[config.mk]
export PLATFORM = sky130hd
export DESIGN_NAME = hpm_prd
export DESIGN_NICKNAME = d
export VERILOG_FILES = /design/src/sv/hpm_pkg.sv /design/src/sv/hpm_prd.sv
export SDC_FILE = /design/constraint.sdc
export NUM_CORES = 2
export LEC_CHECK = 0
export BUFFER_PORTS_ARGS = -buffer_cell sky130_fd_sc_hd__clkbuf_2
export CAP_MARGIN = 20
export CORE_MARGIN = 3
export CORE_UTILIZATION = 41
export CTS_CLUSTER_DIAMETER = 60
export DETAILED_ROUTE_END_ITERATION = 7
export PLACE_DENSITY = 0.69
export SYNTH_ARGS = -nofsm -noshare
export SYNTH_HDL_FRONTEND = slang
export SYNTH_SLANG_ARGS = --single-unit
[constraint.sdc]
create_clock -name clk -period 3 [get_ports clk]
set_input_delay 0.3 -clock clk [delete_from_list [all_inputs] [get_ports clk]]
set_output_delay 0.3 -clock clk [all_outputs]
set_load 0.03 [all_outputs]
[src/sv/hpm_pkg.sv]
// Shared constants, register map and stage record types for the haptic pulse map.
package hpm_pkg;

    localparam int CHANNELS  = 8;
    localparam int ACT_STEPS = 16;   // quotient bits of the activation divide
    localparam int PRD_STEPS = 20;   // quotient bits of the period divide

    localparam logic [16:0] Q16_ONE       = 17'd65536;
    localparam logic [16:0] FREQ_MIN      = 17'd100;
    localparam logic [19:0] PERIOD_MAX_US = 20'd1000000;
    localparam logic [26:0] CENTIHZ_TO_US = 27'd100000000;

    localparam logic [1:0] MODE_INTENSITY = 2'd0;
    localparam logic [1:0] MODE_FREQ      = 2'd1;
    localparam logic [1:0] MODE_DUTY      = 2'd2;

    localparam logic [2:0] REG_MODE      = 3'd0;
    localparam logic [2:0] REG_NEAR      = 3'd1;
    localparam logic [2:0] REG_FAR       = 3'd2;
    localparam logic [2:0] REG_LOW_FREQ  = 3'd3;
    localparam logic [2:0] REG_HIGH_FREQ = 3'd4;
    localparam logic [2:0] REG_DUTY      = 3'd5;
    localparam logic [2:0] REG_SET_FREQ  = 3'd6;
    localparam logic [2:0] REG_FLOOR     = 3'd7;

    typedef struct packed {
        logic [2:0] ch;
        logic       ok;
    } act_tag_t;

    typedef struct packed {
        logic [2:0]  ch;
        logic        ok;
        logic [1:0]  mode;
        logic [16:0] a;
        logic [16:0] inten;
    } ctx_t;

    typedef struct packed {
        logic [2:0]  ch;
        logic [16:0] inten;
        logic [19:0] on_us;
        logic [19:0] off_us;
        logic        tv;
    } res_t;

    function automatic logic [16:0] clamp_q16(input logic [16:0] v);
        return (v > Q16_ONE) ? Q16_ONE : v;
    endfunction

endpackage

[src/sv/hpm_prd.sv]
// Period pipeline: 100000000 / frequency by restoring division, one quotient bit a stage.
module hpm_prd (
    input  logic              clk,
    input  logic              rst_n,
    input  logic              en,
    input  logic              in_valid,
    input  logic [16:0]       in_f,
    input  hpm_pkg::ctx_t     in_ctx,
    output logic              out_valid,
    output hpm_pkg::ctx_t     out_ctx,
    output logic [19:0]       out_period
);

    localparam int N     = hpm_pkg::PRD_STEPS;
    localparam int REM_W = 27;
    localparam int CMP_W = 17 + N - 1;

    logic              v_reg   [0:N];
    hpm_pkg::ctx_t     ctx_reg [0:N];
    logic              sat_reg [0:N];
    logic [16:0]       f_reg   [0:N];
    logic [REM_W-1:0]  rem_reg [0:N];
    logic [N-1:0]      q_reg   [0:N];

    always_ff @(posedge clk or negedge rst_n)
    begin
        if (!rst_n)
            v_reg[0] <= 1'b0;
        else if (en)
            v_reg[0] <= in_valid;
    end

    always_ff @(posedge clk)
    begin
        if (en)
        begin
            ctx_reg[0] <= in_ctx;
            // anything under 1 Hz, zero included, pins the period at its ceiling
            sat_reg[0] <= (in_f < hpm_pkg::FREQ_MIN);
            f_reg[0]   <= in_f;
            rem_reg[0] <= hpm_pkg::CENTIHZ_TO_US;
            q_reg[0]   <= '0;
        end
    end

    for (genvar k = 1; k <= N; k++)
    begin : g_div
        localparam int B = N - k;
        logic [CMP_W-1:0] sub;
        logic             ge;

        assign sub = CMP_W'(f_reg[k-1]) << B;
        assign ge  = (CMP_W'(rem_reg[k-1]) >= sub);

        always_ff @(posedge clk or negedge rst_n)
        begin
            if (!rst_n)
                v_reg[k] <= 1'b0;
            else if (en)
                v_reg[k] <= v_reg[k-1];
        end

        always_ff @(posedge clk)
        begin
            if (en)
            begin
                ctx_reg[k] <= ctx_reg[k-1];
                sat_reg[k] <= sat_reg[k-1];
                f_reg[k]   <= f_reg[k-1];
                rem_reg[k] <= ge ? REM_W'(CMP_W'(rem_reg[k-1]) - sub) : rem_reg[k-1];
                q_reg[k]   <= {q_reg[k-1][N-2:0], ge};
            end
        end
    end

    assign out_valid  = v_reg[N];
    assign out_ctx    = ctx_reg[N];
    assign out_period = sat_reg[N] ? hpm_pkg::PERIOD_MAX_US : q_reg[N];

endmodule

# Word-level counts from Yosys, hierarchy flattened
# Memory sizes are Yosys's and may differ from the RTL's.
# Cells that the tools add are included.
dict set report word_totals {
  register_bits 21
  mem_bits_rw 2205
  elab_cells 90
  in_bits 61
  memories 5
  latch_bits 0
  romBits 0
  out_inout_bits 61
}
dict set report op_classes {
  eq_ne 0
  shift 0
  addsub 20
  n_mul 0
  div 0
  muxes 23
  order_cmp 21
  reduce_logical 0
  bitwise 0
}
# name words width read_ports rd_clocked_by_memory_dff wr line
set memory_table {}
lappend memory_table {ctx_reg 21 40 21 0 21 hpm_prd.sv:19} ;# hpm_pkg::ctx_t ctx_reg [0:N];
lappend memory_table {rem_reg 21 27 20 0 21 hpm_prd.sv:22} ;# logic [REM_W-1:0] rem_reg [0:N];
lappend memory_table {q_reg 21 20 21 0 21 hpm_prd.sv:23} ;# logic [N-1:0] q_reg [0:N];
lappend memory_table {f_reg 21 17 20 0 21 hpm_prd.sv:21} ;# logic [16:0] f_reg [0:N];
lappend memory_table {sat_reg 21 1 21 0 21 hpm_prd.sv:20} ;# logic sat_reg [0:N];
# cell count
set ops {}
lappend ops {{$mux W27} 20}
lappend ops {{$sub A27 B27 Y27} 10}
lappend ops {{$ge A27 B36 Y1} 1}
lappend ops {{$ge A27 B35 Y1} 1}
lappend ops {{$ge A27 B34 Y1} 1}
lappend ops {{$ge A27 B33 Y1} 1}
lappend ops {{$ge A27 B32 Y1} 1}
lappend ops {{$ge A27 B31 Y1} 1}
lappend ops {{$ge A27 B30 Y1} 1}
lappend ops {{$ge A27 B29 Y1} 1}
lappend ops {{$ge A27 B28 Y1} 1}
lappend ops {{$ge A27 B17 Y1} 1}
lappend ops {{$ge A27 B18 Y1} 1}
lappend ops {{$ge A27 B19 Y1} 1}
lappend ops {{$ge A27 B20 Y1} 1}
lappend ops {{$ge A27 B21 Y1} 1}
lappend ops {{$ge A27 B22 Y1} 1}
lappend ops {{$ge A27 B23 Y1} 1}
lappend ops {{$ge A27 B24 Y1} 1}
lappend ops {{$ge A27 B25 Y1} 1}
lappend ops {{$ge A27 B26 Y1} 1}
lappend ops {{$ge A27 B27 Y1} 1}
lappend ops {{$sub A27 B17 Y27} 1}
lappend ops {{$sub A27 B18 Y27} 1}
lappend ops {{11 further kinds} 12}

# Depth between registers and ports, before layout
# An unclocked memory read counts as a cell.
dict set report logic_depth {
  depth_word 3
  depth_mapped 13
  mapped_depth_nobuf 12
}

# Least setup slack after synthesis
# No wires, ideal clock.
dict set report synth_path {
  path_kind {register to register}
  startpoint {mem rem_reg[11][9], in the netlist rem_reg[1][90]}
  endpoint {mem rem_reg[12][18], in the netlist rem_reg[1][126] (data pin)}
  t_arrival_ns 2.639
  setup_time_ns 0.260
  period_less_slack_ns 2.898
  stages_incl_launch_ff 13
  t_required_ns 2.740
  path_slack_ns 0.102
  path_buffers 1
  cell_sequence {edfxtp_1 inv_1 ha_1 inv_1 fa_1 a21o_1 a21oi_1 nor2_1 o41a_1 a21o_1 a31o_2 clkbuf_1 mux2_2}
}
# element line
set synth_rtl {}
lappend synth_rtl {{start: declaration} hpm_prd.sv:22}

==> results.md <==
* Status: completed
* Die H at 420 um
* Reg clk slew, reported paths at 0.06 ns
* Fmax at 335 MHz
* Fin cells at 7270
* Reg2reg path depth at 11
* Longest Clk Path Bufs at 3
* Clock skew at 0.0775 ns
* Synth area leader: edfxtp_1
* DP Area at 75000 um2
* Main flop type after synthesis: edfxtp_1
* Worst hold path cell count at 2
* DRC violations left at 0
* Worst R2R Start: rem_reg[1][90]$_SDFFCE_PP0P_
* Nets@finish at 5260
* CTS Sinks at 1755
* Initial DRC count at 1786
* Synth warn at 0
* Routability cong. at 0.914
* IO buf count at 121
* Fin Hold WS at 0.184 ns
* Hold Startpoint: in_ctx[7]
* M1 wire length at 41.8 mm
* Tmin final at 2.98 ns
* ANT cells at 0
* VDD IR max at 0.607 mV
* EDFF count, synth at 1734
* Avg Cell Area, Syn at 16.0 um2
* P_leak at 30.8 nW
* Vias/cell at 4.88
* CP dominant cell by count: a21o_1
* Post-synth top area share at 0.742
* Netlist Area Pre-Place at 70200 um2
* WS Path Type: reg -> reg
* GRT overflow at 0
* Io pins at 122
* Initial Util at 0.413
* Pre-CTS setup slack at -0.255 ns
* Post-DP HPWL at 68.4 mm
* Largest net degree at the start of global routing at 138
* Sequential area share after synthesis at 0.750
* Worst Setup SP: rem_reg[1][90]$_SDFFCE_PP0P_
* Share of cells above drive strength 1 at 0.177
* Max reg flops at 840
* Worst-skew pair later-pin latency at 0.83 ns
* HP Class: in -> reg
* Max Slew Vio Count at 0
* Synthesis-to-layout area growth at 18.0%
* Async SR Flop Fraction at 0.0120
* Gate Count Post-Synth at 4374
* Pwr/cell area at 798 nW/um2
* Yosys cell types at 85
* Routed wire length at 107 mm
* Die area at 176000 um2
* Number of global-route vias before repair at 36400
* Crit path DAT at 3.52 ns
* Die width at 420 um
* Slew Limit Headroom at 0.370
* Dpl cells at 6831
* Buf+Inv Stages, Crit Path at 2
* Vias at 35500
* RSZ-0062 raised after global routing: yes
* Gr usage total at 0.120
* Met2 wire length at 56.0 mm
* Max layer used: met4
* Slowest CP cell: o41a_1
* Critical Path Max Stage Delay at 0.42 ns
* Worst Path Required at 3.54 ns
* First-pass DRT Iterations at 5
* Root Driver: clkbuf_16
* Utilization after layout at 0.488
* Slew at the pin closest to its max-slew limit at 0.943 ns
* TritonCTS Buffers at 184
* Final Power at 66.1 mW
* Final Cycle Share at 0.994
* Worst path depth at 11
* Antenna Violating Nets Remaining at 0
* First-pass GRT wire length at 173 mm
* Crit-path max FO at 7
* Worst-path cell chain: inv_1, ha_2, inv_2, fa_2, a21o_1, a21oi_2, nor2_2, o41a_1, a21o_1, a31o_4, mux2_2
* Yosys reg bits at 1755
* Startpoint Class: flip-flop
* Max_cap viols at 0
* Number of fill cells at 13900
* Core ar. at 170000 um2
* CTS tree: built
* Final worst slack at 0.0173 ns
* Final Hold Vio Count at 0
* Crit-path leading delay family: compound AO/OA/AOI/OAI gates
* Wire per inst at 14.7 um
* Fin area at 82800 um2
* Largest cells by area after synthesis: edfxtp_1 (74%), ha_1 (4.9%), inv_1 (2.0%)
* CP endpoint kind: flip-flop
* Final TNS setup at 0 ns
* Initial antenna violation count at 0
* H-tree levels at 4
* Mapped Nets at 4729
* Row cnt at 151
* Setup violators final at 0
* WL met3 at 4.04 mm
-- placed cells by master, fill, tap and decap left out, types with 25 or more instances in the layout --
master | synthesis | final
a21o_1 | 77 | 77
a21oi_1 | 230 | 205
a21oi_2 | 1 | 25
buf_12 | 0 | 29
buf_4 | 1 | 174
clkbuf_1 | 36 | 33
clkbuf_16 | 0 | 185
clkbuf_2 | 0 | 120
clkinv_1 | 0 | 33
clkinv_2 | 0 | 31
dlygate4sd3_1 | 0 | 61
edfxtp_1 | 1734 | 1734
ha_1 | 276 | 258
inv_1 | 368 | 361
mux2_2 | 101 | 95
nand2_1 | 200 | 199
nand2b_1 | 46 | 46
nand3_1 | 47 | 44
nor2_1 | 212 | 203
nor2b_1 | 58 | 54
nor3_1 | 53 | 51
o211ai_1 | 25 | 25
o21a_1 | 47 | 47
o21ai_0 | 196 | 186
or2_2 | 26 | 26
xnor2_1 | 131 | 131
xor2_1 | 91 | 91
-- worst paths after layout --
path	to	slack, ns
setup / recovery	rem_reg[1][131]$_DFFE_PP_	0.02
hold / removal	ctx_reg[0][7]$_DFFE_PP_	0.18
setup reg to reg	rem_reg[1][131]$_DFFE_PP_	0.02
hold reg to reg	ctx_reg[3][106]$_DFFE_PP_	0.37
max in group asynchronous	v_reg[1]$_DFFE_PN0P_	1.66
min in group asynchronous	v_reg[20]$_DFFE_PN0P_	0.74
-- report_power, final --
group	leakage, nW	internal, mW	switching (mW)	total [mW]
registers	17.1	30.3	1.23	31.6
clock network	2.93	12.8	9.34	22.1
logic	10.8	5.66	6.74	12.4
total	30.8	48.8	17.3	66.1
-- routing by layer --
| metal | GRT usage | vias to the layer above |
|---|---|---|
| li1 | - | 17500 |
| met5 | 0 | - |
| met1 | 0.128 | 17100 |
| met3 | 0.0287 | 315 |
| met2 | 0.220 | 582 |
| met4 | 0.0615 | 0 |
-- final cells by class --
type / instances / area [um2] / area share
clock buffers: 218 / 4750 / 0.0574
clock inverters: 115 / 1310 / 0.0158
inverters: 368 / 1380 / 0.0167
multi-input cells: 2203 / 16800 / 0.203
flip-flops and latches: 1755 / 52600 / 0.635
well taps: 2218 / 2780 / 0.0335
repair buffers: 393 / 3200 / 0.0386
-- repair_timing --
| item | CTS | global route |
|---|---|---|
| gates resized for setup | 38 | 138 |
| hold endpoints to repair | 91 | 0 |
| hold buffers | 61 | 0 |
| setup endpoints to repair | 68 | 159 |
| cloned | 3 | 1 |
| setup buffers | 15 | 26 |
| pin swaps | 18 | 44 |
-- Yosys cell counts (26+ instances only) --
master and count:
a21o_1 77, clkbuf_1 36, mux2_2 101, xor2_1 91, a21oi_1 230, nand2b_1 46
o21ai_0 196, inv_1 368, nor2_1 212, edfxtp_1 1734, or2_2 26, nand2_1 200
nor2b_1 58, nor3_1 53, nand3_1 47, xnor2_1 131, ha_1 276, o21a_1 47
-- cell families after synthesis --
kind of cell / share of synthesized area
multiplexers: 0.0201
XOR/XNOR: 0.0277
buffers and inverters: 0.0231
flip-flops: 0.750
AO/OA/AOI/OAI: 0.0707
adder cells (fa/ha/maj): 0.0544
AND/OR/NAND/NOR: 0.0542
No activity file was read; power rests on OpenSTA's default activity.
