**src/sv/hpm_pkg.sv**
```systemverilog
// Shared constants, register map and stage record types for the haptic pulse map.
package hpm_pkg;

    localparam int CHANNELS  = 8;
    localparam int ACT_STEPS = 16;   // quotient bits of the activation divide
    localparam int PRD_STEPS = 20;   // quotient bits of the period divide

    localparam logic [16:0] Q16_ONE       = 17'd65536;
    localparam logic [16:0] FREQ_MIN      = 17'd100;
    localparam logic [19:0] PERIOD_MAX_US = 20'd1000000;
    localparam logic [26:0] CENTIHZ_TO_US = 27'd100000000;

    localparam logic [1:0] MODE_INTENSITY = 2'd0;
    localparam logic [1:0] MODE_FREQ      = 2'd1;
    localparam logic [1:0] MODE_DUTY      = 2'd2;

    localparam logic [2:0] REG_MODE      = 3'd0;
    localparam logic [2:0] REG_NEAR      = 3'd1;
    localparam logic [2:0] REG_FAR       = 3'd2;
    localparam logic [2:0] REG_LOW_FREQ  = 3'd3;
    localparam logic [2:0] REG_HIGH_FREQ = 3'd4;
    localparam logic [2:0] REG_DUTY      = 3'd5;
    localparam logic [2:0] REG_SET_FREQ  = 3'd6;
    localparam logic [2:0] REG_FLOOR     = 3'd7;

    typedef struct packed {
        logic [2:0] ch;
        logic       ok;
    } act_tag_t;

    typedef struct packed {
        logic [2:0]  ch;
        logic        ok;
        logic [1:0]  mode;
        logic [16:0] a;
        logic [16:0] inten;
    } ctx_t;

    typedef struct packed {
        logic [2:0]  ch;
        logic [16:0] inten;
        logic [19:0] on_us;
        logic [19:0] off_us;
        logic        tv;
    } res_t;

    function automatic logic [16:0] clamp_q16(input logic [16:0] v);
        return (v > Q16_ONE) ? Q16_ONE : v;
    endfunction

endpackage

```
**src/sv/hpm_skid.sv**
```systemverilog
// Output register with a skid entry; its ready toward the pipeline is registered.
module hpm_skid (
    input  logic              clk,
    input  logic              rst_n,
    input  logic              push,
    input  hpm_pkg::res_t     push_data,
    output logic              up_ready,
    output logic              out_valid,
    input  logic              out_ready,
    output hpm_pkg::res_t     out_data
);

    logic              out_valid_reg;
    logic              skid_valid_reg;
    hpm_pkg::res_t     out_reg;
    hpm_pkg::res_t     skid_reg;
    logic              pop;

    assign pop       = out_valid_reg && out_ready;
    assign up_ready  = !skid_valid_reg;
    assign out_valid = out_valid_reg;
    assign out_data  = out_reg;

    always_ff @(posedge clk or negedge rst_n)
    begin
        if (!rst_n)
        begin
            out_valid_reg  <= 1'b0;
            skid_valid_reg <= 1'b0;
        end
        else if (skid_valid_reg)
        begin
            if (pop)
                skid_valid_reg <= 1'b0;
        end
        else if (push)
        begin
            out_valid_reg <= 1'b1;
            if (out_valid_reg && !pop)
                skid_valid_reg <= 1'b1;
        end
        else if (pop)
        begin
            out_valid_reg <= 1'b0;
        end
    end

    always_ff @(posedge clk)
    begin
        if (skid_valid_reg)
        begin
            if (pop)
                out_reg <= skid_reg;
        end
        else if (push)
        begin
            if (!out_valid_reg || pop)
                out_reg <= push_data;
            else
                skid_reg <= push_data;
        end
    end

endmodule

```
**config.mk**
```make
export PLATFORM = sky130hd
export DESIGN_NAME = hpm_skid
export DESIGN_NICKNAME = d
export VERILOG_FILES = /design/src/sv/hpm_pkg.sv /design/src/sv/hpm_skid.sv
export SDC_FILE = /design/constraint.sdc
export NUM_CORES = 1
export LEC_CHECK = 0
export ABC_AREA = 1
export BUFFER_PORTS_ARGS = -buffer_cell sky130_fd_sc_hd__buf_2
export CELL_PAD_IN_SITES_DETAIL_PLACEMENT = 1
export CELL_PAD_IN_SITES_GLOBAL_PLACEMENT = 2
export CORE_AREA = 4 4 117 119
export DETAILED_ROUTE_END_ITERATION = 7
export DIE_AREA = 0 0 121 123
export PLACE_DENSITY_LB_ADDON = 0.1
export SYNTH_ARGS = -nofsm -noshare
export SYNTH_HDL_FRONTEND = slang
export SYNTH_SLANG_ARGS = --single-unit
export TNS_END_PERCENT = 10
```
**constraint.sdc**
```tcl
create_clock -name clk -period 6.8 [get_ports clk]
set_input_delay 0.34 -clock clk [delete_from_list [all_inputs] [get_ports clk]]
set_output_delay 0.34 -clock clk [all_outputs]
set_load 0.02 [all_outputs]
```
* After elaboration in Yosys (flattened, before gate mapping)
Index checks and enable logic that the tools add are counted.
Word-level totals: ROM bits 0, logic and storage cells 37, bits in registers 124, memory bits (writable) 0, output and inout bits 63, input bits 65, memories 0, bits in latches 0
Operators by class: reduce and logical (&&, ||, !) cells 12, mux-type cells 10, $add $sub $neg 0, $mul 0, $lt $le $gt $ge 0, shift operators 0, bitwise logic cells 2, divide/modulo/power cells 0, equal/unequal tests 1
Operators with widths (count):
- $mux 61 | 4
- $mux 1 | 6
- $reduce_and 3->1 | 2
- $reduce_bool 2->1 | 3
- $logic_not 1->1 | 3
- $logic_and 1x1->1 | 2
- $ne 2x1->1 const B | 1
- $not 1->1 | 2
- $reduce_and 2->1 | 1
- $logic_or 1x1->1 | 1

* Depth between registers and ports, before layout
Gate-level depths: netlist of run 1.
depth after elaboration 6, depth in mapped cells 5, mapped depth without buffers 4

* Least setup slack after synthesis of run 1
OpenSTA, ideal clock, no wires.
path type register to register, from reg out_valid_reg (netlist: out_valid), to reg skid_reg[0] (netlist bit) (enable), path slack 3036 ps, period minus slack after synthesis 3764 ps, cell stages (with the launch flop) 5, required time 6319 ps, buffers on the path 0, arrival time 3283 ps, library setup time 481 ps, cells stage by stage dfrtp_1 -> inv_1 -> nor2_1 -> inv_1 -> nor2_1
Between the ends: longest elaborated chain between the ends 4, elaborated cells between the ends (all ways) 5, those cells by class 1 x bitwise; 4 x reduce/logical
Ends and longest elaborated chain:
- start, declared | RTL line hpm_skid.sv:13 | logic out_valid_reg;
- start signal, assigned | RTL line hpm_skid.sv:28 | out_valid_reg <= 1'b0;
- start signal, assigned | RTL line hpm_skid.sv:38 | out_valid_reg <= 1'b1;
- start signal, assigned | RTL line hpm_skid.sv:44 | out_valid_reg <= 1'b0;
- $logic_not 1->1 or $logic_and 1x1->1 (tied branches) | RTL line hpm_skid.sv:57, hpm_skid.sv:19
- $logic_or 1x1->1 * | RTL line hpm_skid.sv:57 | if (!out_valid_reg || pop)
- $not 1->1 (no source line) *
- $reduce_and 3->1 (no source line) *
- end signal, assigned | RTL line hpm_skid.sv:60 | skid_reg <= push_data;
- end, declared | RTL line hpm_skid.sv:16 | hpm_pkg::res_t skid_reg;
Every way passes the cells marked *; elsewhere a longest branch is shown, timed or not. A chain may end at the register's enable or synchronous reset.

* Final worst setup path of run 1
from reg skid_valid_reg, to reg out_reg, in the netlist out_data[39] (enable)
Between the ends: longest elaborated chain between the ends 2, elaborated cells between the ends (all ways) 4, those cells by class 1 x eq/ne; 3 x reduce/logical
Ends and longest elaborated chain:
- start, declared | RTL line hpm_skid.sv:14 | logic skid_valid_reg;
- start signal, assigned | RTL line hpm_skid.sv:29 | skid_valid_reg <= 1'b0;
- start signal, assigned | RTL line hpm_skid.sv:34 | skid_valid_reg <= 1'b0;
- start signal, assigned | RTL line hpm_skid.sv:40 | skid_valid_reg <= 1'b1;
- $ne 2x1->1 (no source line) or $reduce_bool 2->1 (tied branches)
- $reduce_and 3->1 (no source line) *
- end signal, assigned | RTL line hpm_skid.sv:53 | out_reg <= skid_reg;
- end signal, assigned | RTL line hpm_skid.sv:58 | out_reg <= push_data;
- end, declared | RTL line hpm_skid.sv:15 | hpm_pkg::res_t out_reg;
Marked as above.

==> results.toml, run 1 <==
[power]
ir_worst_vdd_v = 0.000147
power.internal_mw = 1.52
clockPowerShare = 0.352
cell_leakage_power_nw = 2.52
total_power_mw = 2.08
switchingPower_mw = 0.568
power.density_nw_per_um2 = 357
combinationalPowerShare = 0.169
swShare = 0.272
power_frac_seq = 0.479

[worst_setup_path]
timing.critical_path.from_type = "flip-flop"
crit_slowest_cell = "buf_4"
worst-setup-path-type = "reg -> reg"
r2r_setup_slack_ps = 4440
critical_path.cell_chain = "buf_4 -> nand2_1 -> nand2_1 -> nor2_4 -> buf_4"
crit_path_max_incr_delay_ps = 620
critical_path.endpoint_type = "flip-flop"
crit_required_ps = 6830
timing.critical_path.fanout_max = 63
worstPathArrival_ps = 2380

[placed_design]
preCtsSetupSlack_ps = 4400
gp_congestion = 0.720
post-dp-hpwl_mm = 6.53
port-buffer-count = 127
dpl.cell_count = 625
placed_area_um2 = 5360

[layout]
final_common_cell = "nand2_1"
final_cell_count_no_fill = 655
final_layout_size_suffix_gt1_frac = 0.317
area_growth_syn_to_layout_pct = 27.2
postLayoutCellArea_um2 = 5840
multi_input_comb_area_um2 = 744
utilization = 0.465
most_frequent_cells_in_the_layout = "nand2_1 (189), buf_2 (127), edfxtp_1 (122), clkbuf_16 (17), clkbuf_1 (6)"
filler_cell_count = 1363
ff_latch_area_um2 = 3710
n_antenna_cell = 0
final_nets = 538

[timing]
clock_period_minus_final_worst_setup_slack_ps = 2360
ratio_of_final_minimum_period_to_clock_period = 0.346
setup_viol = 0
max-slew-margin-rel = 0.456
hold_viol_final = 0
worstMarginPinSlew_ps = 816
rsz0062_at_grt = "false"
worst_clock_skew_ps = 7.36
fin_worst_hold_slack_ps = 125
clock.fmax_mhz = 425
totalNegativeSetupSlack_ps = 0
finalWorstSetupSlack_ps = 4440
slew_viol_final = 0

[logic_synthesis]
synth.cell_area_um2 = 4590
syn_nets = 401
yosysWarningCount = 0
yosys.cell_types.count = 9
synth-seq-cells = 124
post_synth_inst_count = 336
postSynthAreaPerCell_um2 = 13.7
seq_area_frac_synth = 0.809

[floorplanning]
io_pins = 128
design.core.area_um2 = 12600
std_cell_rows = 41
die_x_um = 121
start_util = 0.365
dieHeight_um = 123
die_area_um2 = 14900

[clocking]
cts-buffers-inserted = 17
clock_insertion_delay_worst_skew_ps = 400
clk_root_buffer_cell = "clkbuf_16"
clock_transition_at_the_registers_of_the_reported_paths_ps = 50
tritoncts = "built"
cts_max_level = 4
cts_sinks = 124
cts_max_path_buffers = 2

[detailed_routing]
drt_first_pass_iters = 4
post_route_antenna_net_violation_count = 0
post-route-drc-count = 0
number_of_vias_in_the_routed_layout = 2871
detail_route.wirelength_mm = 10.3
routed_wire_length_per_instance_um = 15.7
vias_per_cell = 4.38
detailedRoute.firstIterationViolations = 118

[global_routing]
grt_max_degree = 65
globalRoute.totalOverflow = 0
globalRouteTotalUtil = 0.147
grt_pass1_vias = 3042
wire_length_of_the_first_global_routing_pass_mm = 16.2
antenna_found_initial = 0

[outcome]
outcome = "completed"

[run]
max-cap-violations = 0

[min_path]
hold_class = "in -> reg"
[Yosys cell counts]
cell | number | area share
buf_4 | 6 | 0.0098
buf_6 | 7 | 0.017
dfrtp_1 | 2 | 0.011
edfxtp_1 | 122 | 0.80
inv_1 | 4 | 0.0033
inv_6 | 1 | 0.0019
nand2_1 | 189 | 0.15
nor2_1 | 4 | 0.0033
o21ai_0 | 1 | 0.0011
[kinds of logic (layout without fill, tap and decap cells)]
logic type,count (synthesis),in the layout,synth area share
compound gates,1,1,0.00109
flops,124,124,0.809
buf+inv,18,165,0.0322
simple gates,193,193,0.158
[layer usage]
layer | wire, um | global-route usage
met1 | 4500 | 0.181
met2 | 4990 | 0.239
met3 | 591 | 0.0444
met4 | 194 | 0.0680
met5 | 0 | 0
[path summary, 6_finish.rpt]
| path | startpoint | endpoint | cells after the start |
|---|---|---|---|
| setup / recovery | skid_valid_reg | out_data[39] | 5 |
| hold / removal | push_data[8] | skid_reg[8] | 1 |
| setup reg to reg | skid_valid_reg | out_data[39] | 5 |
| hold reg to reg | skid_reg[29] | out_data[29] | 2 |
| max in group asynchronous | rst_n | skid_valid_reg | 2 |
| min in group asynchronous | rst_n | skid_valid_reg | 2 |
[timing repair]
action,CTS,global route
gates resized for setup,0,0
buffers inserted,0,0
hold buffers,1,0
endpoints found under the hold margin,2,0
[layout make-up]
class,instances,area share
clock buffer,23,0.0767
clock inverter,6,0.00429
inverter,5,0.00407
multi-input combinational,194,0.127
sequential,124,0.636
tap,172,0.0369
timing repair buffer,131,0.114
[worst max-delay path: cells and delay by family (launching register included)]
kind / cells / cell delay [ps]
buffers and inverters: 2 / 960
and+or+nand+nor: 3 / 560
DFF: 1 / 430
[power groups by stage]
stage | clock (mW) | combinational (mW) | sequential (mW)
2_1_floorplan | 0 | 0.151 | 1.10
3_3_place_gp | 0 | 0.352 | 1.01
3_5_place_dp | 0 | 0.361 | 1.01
4_1_cts | 0.763 | 0.363 | 1.00
5_1_grt | 0.794 | 0.394 | 1.01
6_report | 0.735 | 0.351 | 0.998
Power figures use the tool's default switching activity.
==> inputs of run 2 (changes only) <==
--- a/config.mk
+++ b/config.mk
@@ -5,13 +5,13 @@
 export SDC_FILE = /design/constraint.sdc
 export NUM_CORES = 1
 export LEC_CHECK = 0
-export ABC_AREA = 1
+export ABC_AREA = 0
 export BUFFER_PORTS_ARGS = -buffer_cell sky130_fd_sc_hd__buf_2
 export CELL_PAD_IN_SITES_DETAIL_PLACEMENT = 1
 export CELL_PAD_IN_SITES_GLOBAL_PLACEMENT = 2
-export CORE_AREA = 4 4 117 119
+export CORE_AREA = 4 4 116 118
 export DETAILED_ROUTE_END_ITERATION = 7
-export DIE_AREA = 0 0 121 123
+export DIE_AREA = 0 0 120 122
 export PLACE_DENSITY_LB_ADDON = 0.1
 export SYNTH_ARGS = -nofsm -noshare
 export SYNTH_HDL_FRONTEND = slang
==> constraint.sdc (replaced) <==
create_clock -name clk -period 2.26 [get_ports clk]
set_input_delay 0.113 -clock clk [delete_from_list [all_inputs] [get_ports clk]]
set_output_delay 0.113 -clock clk [all_outputs]
set_load 0.02 [all_outputs]
==> run 2 against run 1 <==
Compared with the run above:
- sequential power rose to 3.5 times the previous value
- fmax rose by 52%
- area after synthesis fell by 1.7%
- count of clock-buffer cells in the layout fell by 1
- die area fell by 1.6%
- global-route usage fell by 0.28 points
- core utilization rose by 6.4 points
- power rose to 4.1 times the previous value
- setup slack got worse by 3700 ps
- flip-flop and latch count did not move
- wire length fell by 2.0%
- largest power group unchanged
- highest routed layer unchanged
==> results.toml, run 2 <==
[outcome]
outcome = "completed"

[detailed_routing]
post-route-drc-count = 0
drt_first_pass_iters = 4
detailedRoute.firstIterationViolations = 85
vias_per_cell = 4.47
detail_route.wirelength_mm = 10.1
number_of_vias_in_the_routed_layout = 2658
routed_wire_length_per_instance_um = 16.9
post_route_antenna_net_violation_count = 0

[global_routing]
antenna_found_initial = 0
wire_length_of_the_first_global_routing_pass_mm = 15.7
globalRouteTotalUtil = 0.144
globalRoute.totalOverflow = 0
grt_pass1_vias = 2926
grt_max_degree = 44

[timing]
setup_viol = 0
clock.fmax_mhz = 645
worst_clock_skew_ps = 6.16
hold_viol_final = 0
ratio_of_final_minimum_period_to_clock_period = 0.686
slew_viol_final = 0
rsz0062_at_grt = "false"
max-slew-margin-rel = 0.650
worstMarginPinSlew_ps = 525
clock_period_minus_final_worst_setup_slack_ps = 1550
totalNegativeSetupSlack_ps = 0

[worst_setup_path]
timing.critical_path.from_type = "flip-flop"
worst-setup-path-type = "reg -> reg"
crit_required_ps = 2410
worstPathArrival_ps = 1700
timing.critical_path.fanout_max = 38
critical_path.endpoint_type = "flip-flop"

[clocking]
postCtsSetupBuffers = 0
cts_max_level = 4
cts_resized = 0
cts-buffers-inserted = 17
clk_root_buffer_cell = "clkbuf_16"
cts_max_path_buffers = 2
cts_sinks = 124
clock_insertion_delay_worst_skew_ps = 410
clock_transition_at_the_registers_of_the_reported_paths_ps = 50
tritoncts = "built"

[logic_synthesis]
postSynthAreaPerCell_um2 = 22.5
synth-edff-count = 122
seq_area_frac_synth = 0.823
synth-seq-cells = 124
yosysTopAreaCellShare = 0.812
yosys.area.top_type = "edfxtp_1"
yosys.cell_types.count = 14
yosysWarningCount = 0
netlist_top_cells_area = "edfxtp_1 (81%), mux2_2 (15%), dfrtp_1 (1.1%)"
ys.flop_type = "edfxtp_1"
post_synth_inst_count = 201
synth_common_cells = "edfxtp_1 (122), mux2_2 (61), buf_2 (3), buf_6 (3)"
synth.cell_area_um2 = 4510
syn_nets = 266
synthArstFlopShare = 0.0161
yosysMostFrequentCell = "edfxtp_1"

[layout]
n_antenna_cell = 0
area_growth_syn_to_layout_pct = 46.1
final_nets = 474
filler_cell_count = 1179
final_layout_size_suffix_gt1_frac = 0.528
most_frequent_cells_in_the_layout = "buf_2 (127), edfxtp_1 (122), dlygate4sd3_1 (63), mux2_2 (61), clkbuf_16 (17)"
final_common_cell = "buf_2"

[floorplanning]
die_x_um = 120
io_pins = 128
start_util = 0.362
design.core.area_um2 = 12500
std_cell_rows = 41
die_area_um2 = 14600
dieHeight_um = 122

[power]
power.internal_mw = 6.00
clockPowerShare = 0.308
combinationalPowerShare = 0.276
power_frac_seq = 0.416
swShare = 0.294
power.density_nw_per_um2 = 1290
cell_leakage_power_nw = 2.51
switchingPower_mw = 2.49
ir_worst_vdd_v = 0.000555
total_power_mw = 8.49

[placed_design]
port-buffer-count = 127
gp_congestion = 0.662
post-dp-hpwl_mm = 6.08

[run]
max-cap-violations = 0

[min_path]
hold_class = "in -> async"
[run 2: timing repair]
action | 4_1_cts | 5_1_grt
endpoints found under the hold margin | 66 | 0
endpoints found under the setup margin | 0 | 0
hold buffers | 63 | 0
[run 2: logic make-up (layout without fill, tap and decap cells)]
family | after synthesis | count (layout) | share of synthesized area
muxes | 61 | 61 | 0.152
and+or+nand+nor | 5 | 5 | 0.00666
DFF | 124 | 124 | 0.823
AOI/OAI and AO/OA | 3 | 3 | 0.00499
buffers and inverters | 8 | 229 | 0.0133
[run 2: through the flow]
stage                util  cells  hold WS (ps)  cell area [um^2]  worst slack (ps)
global route        0.529    594          24.9              6590               615
global placement    0.433    499         -88.2              5400               718
floorplan               -    201          -183              4530              -917
finish              0.529    594          26.2              6590               711
detailed placement  0.433    499         -88.4              5400               692
CTS                 0.529    594          2.21              6590               675
[run 2: cell type report]
type	instances	area, um^2	area share
clock buffers	22	444	0.0674
clock inverters	10	123	0.0186
inverters	1	3.75	0.000569
multi-input cells	69	756	0.115
flip-flops and latches	124	3710	0.563
well taps	172	215	0.0326
repair buffers	196	1340	0.203
[run 2: path summary, 6_finish.rpt]
kind / start / to / slack, ps / depth (start not counted)
setup reg to reg: skid_valid_reg / out_data[27] / 710 / 2
max in group asynchronous: rst_n / skid_valid_reg / 2120 / 2
hold reg to reg: skid_reg[46] / out_data[46] / 540 / 1
setup / recovery: skid_valid_reg / out_data[27] / 710 / 2
min in group clk: out_ready / out_valid / 60 / 3
hold / removal: rst_n / skid_valid_reg / 30 / 2
[run 2: power by group through the flow]
| stage | logic, mW | clock network, mW | registers (mW) |
|---|---|---|---|
| 5_1_grt | 2.51 | 2.78 | 3.60 |
| 4_1_cts | 2.41 | 2.69 | 3.55 |
| 2_1_floorplan | 0.975 | 0 | 4.15 |
| 3_3_place_gp | 2.30 | 0 | 3.58 |
| 6_report | 2.34 | 2.61 | 3.54 |
| 3_5_place_dp | 2.32 | 0 | 3.58 |
[run 2: worst max-delay path, cell delays in order, from the launching register on]
cell,delay (ps)
dfrtp_2,410
buf_4,460
mux2_2,400
[run 2: per-layer routing]
metal  GRT usage  vias up  part of all wire
met5           0        -                 0
met4      0.0637        0             0.016
met3      0.0580       12             0.072
met2       0.242       97              0.51
met1       0.163     1322              0.40
li1            -     1227                 -
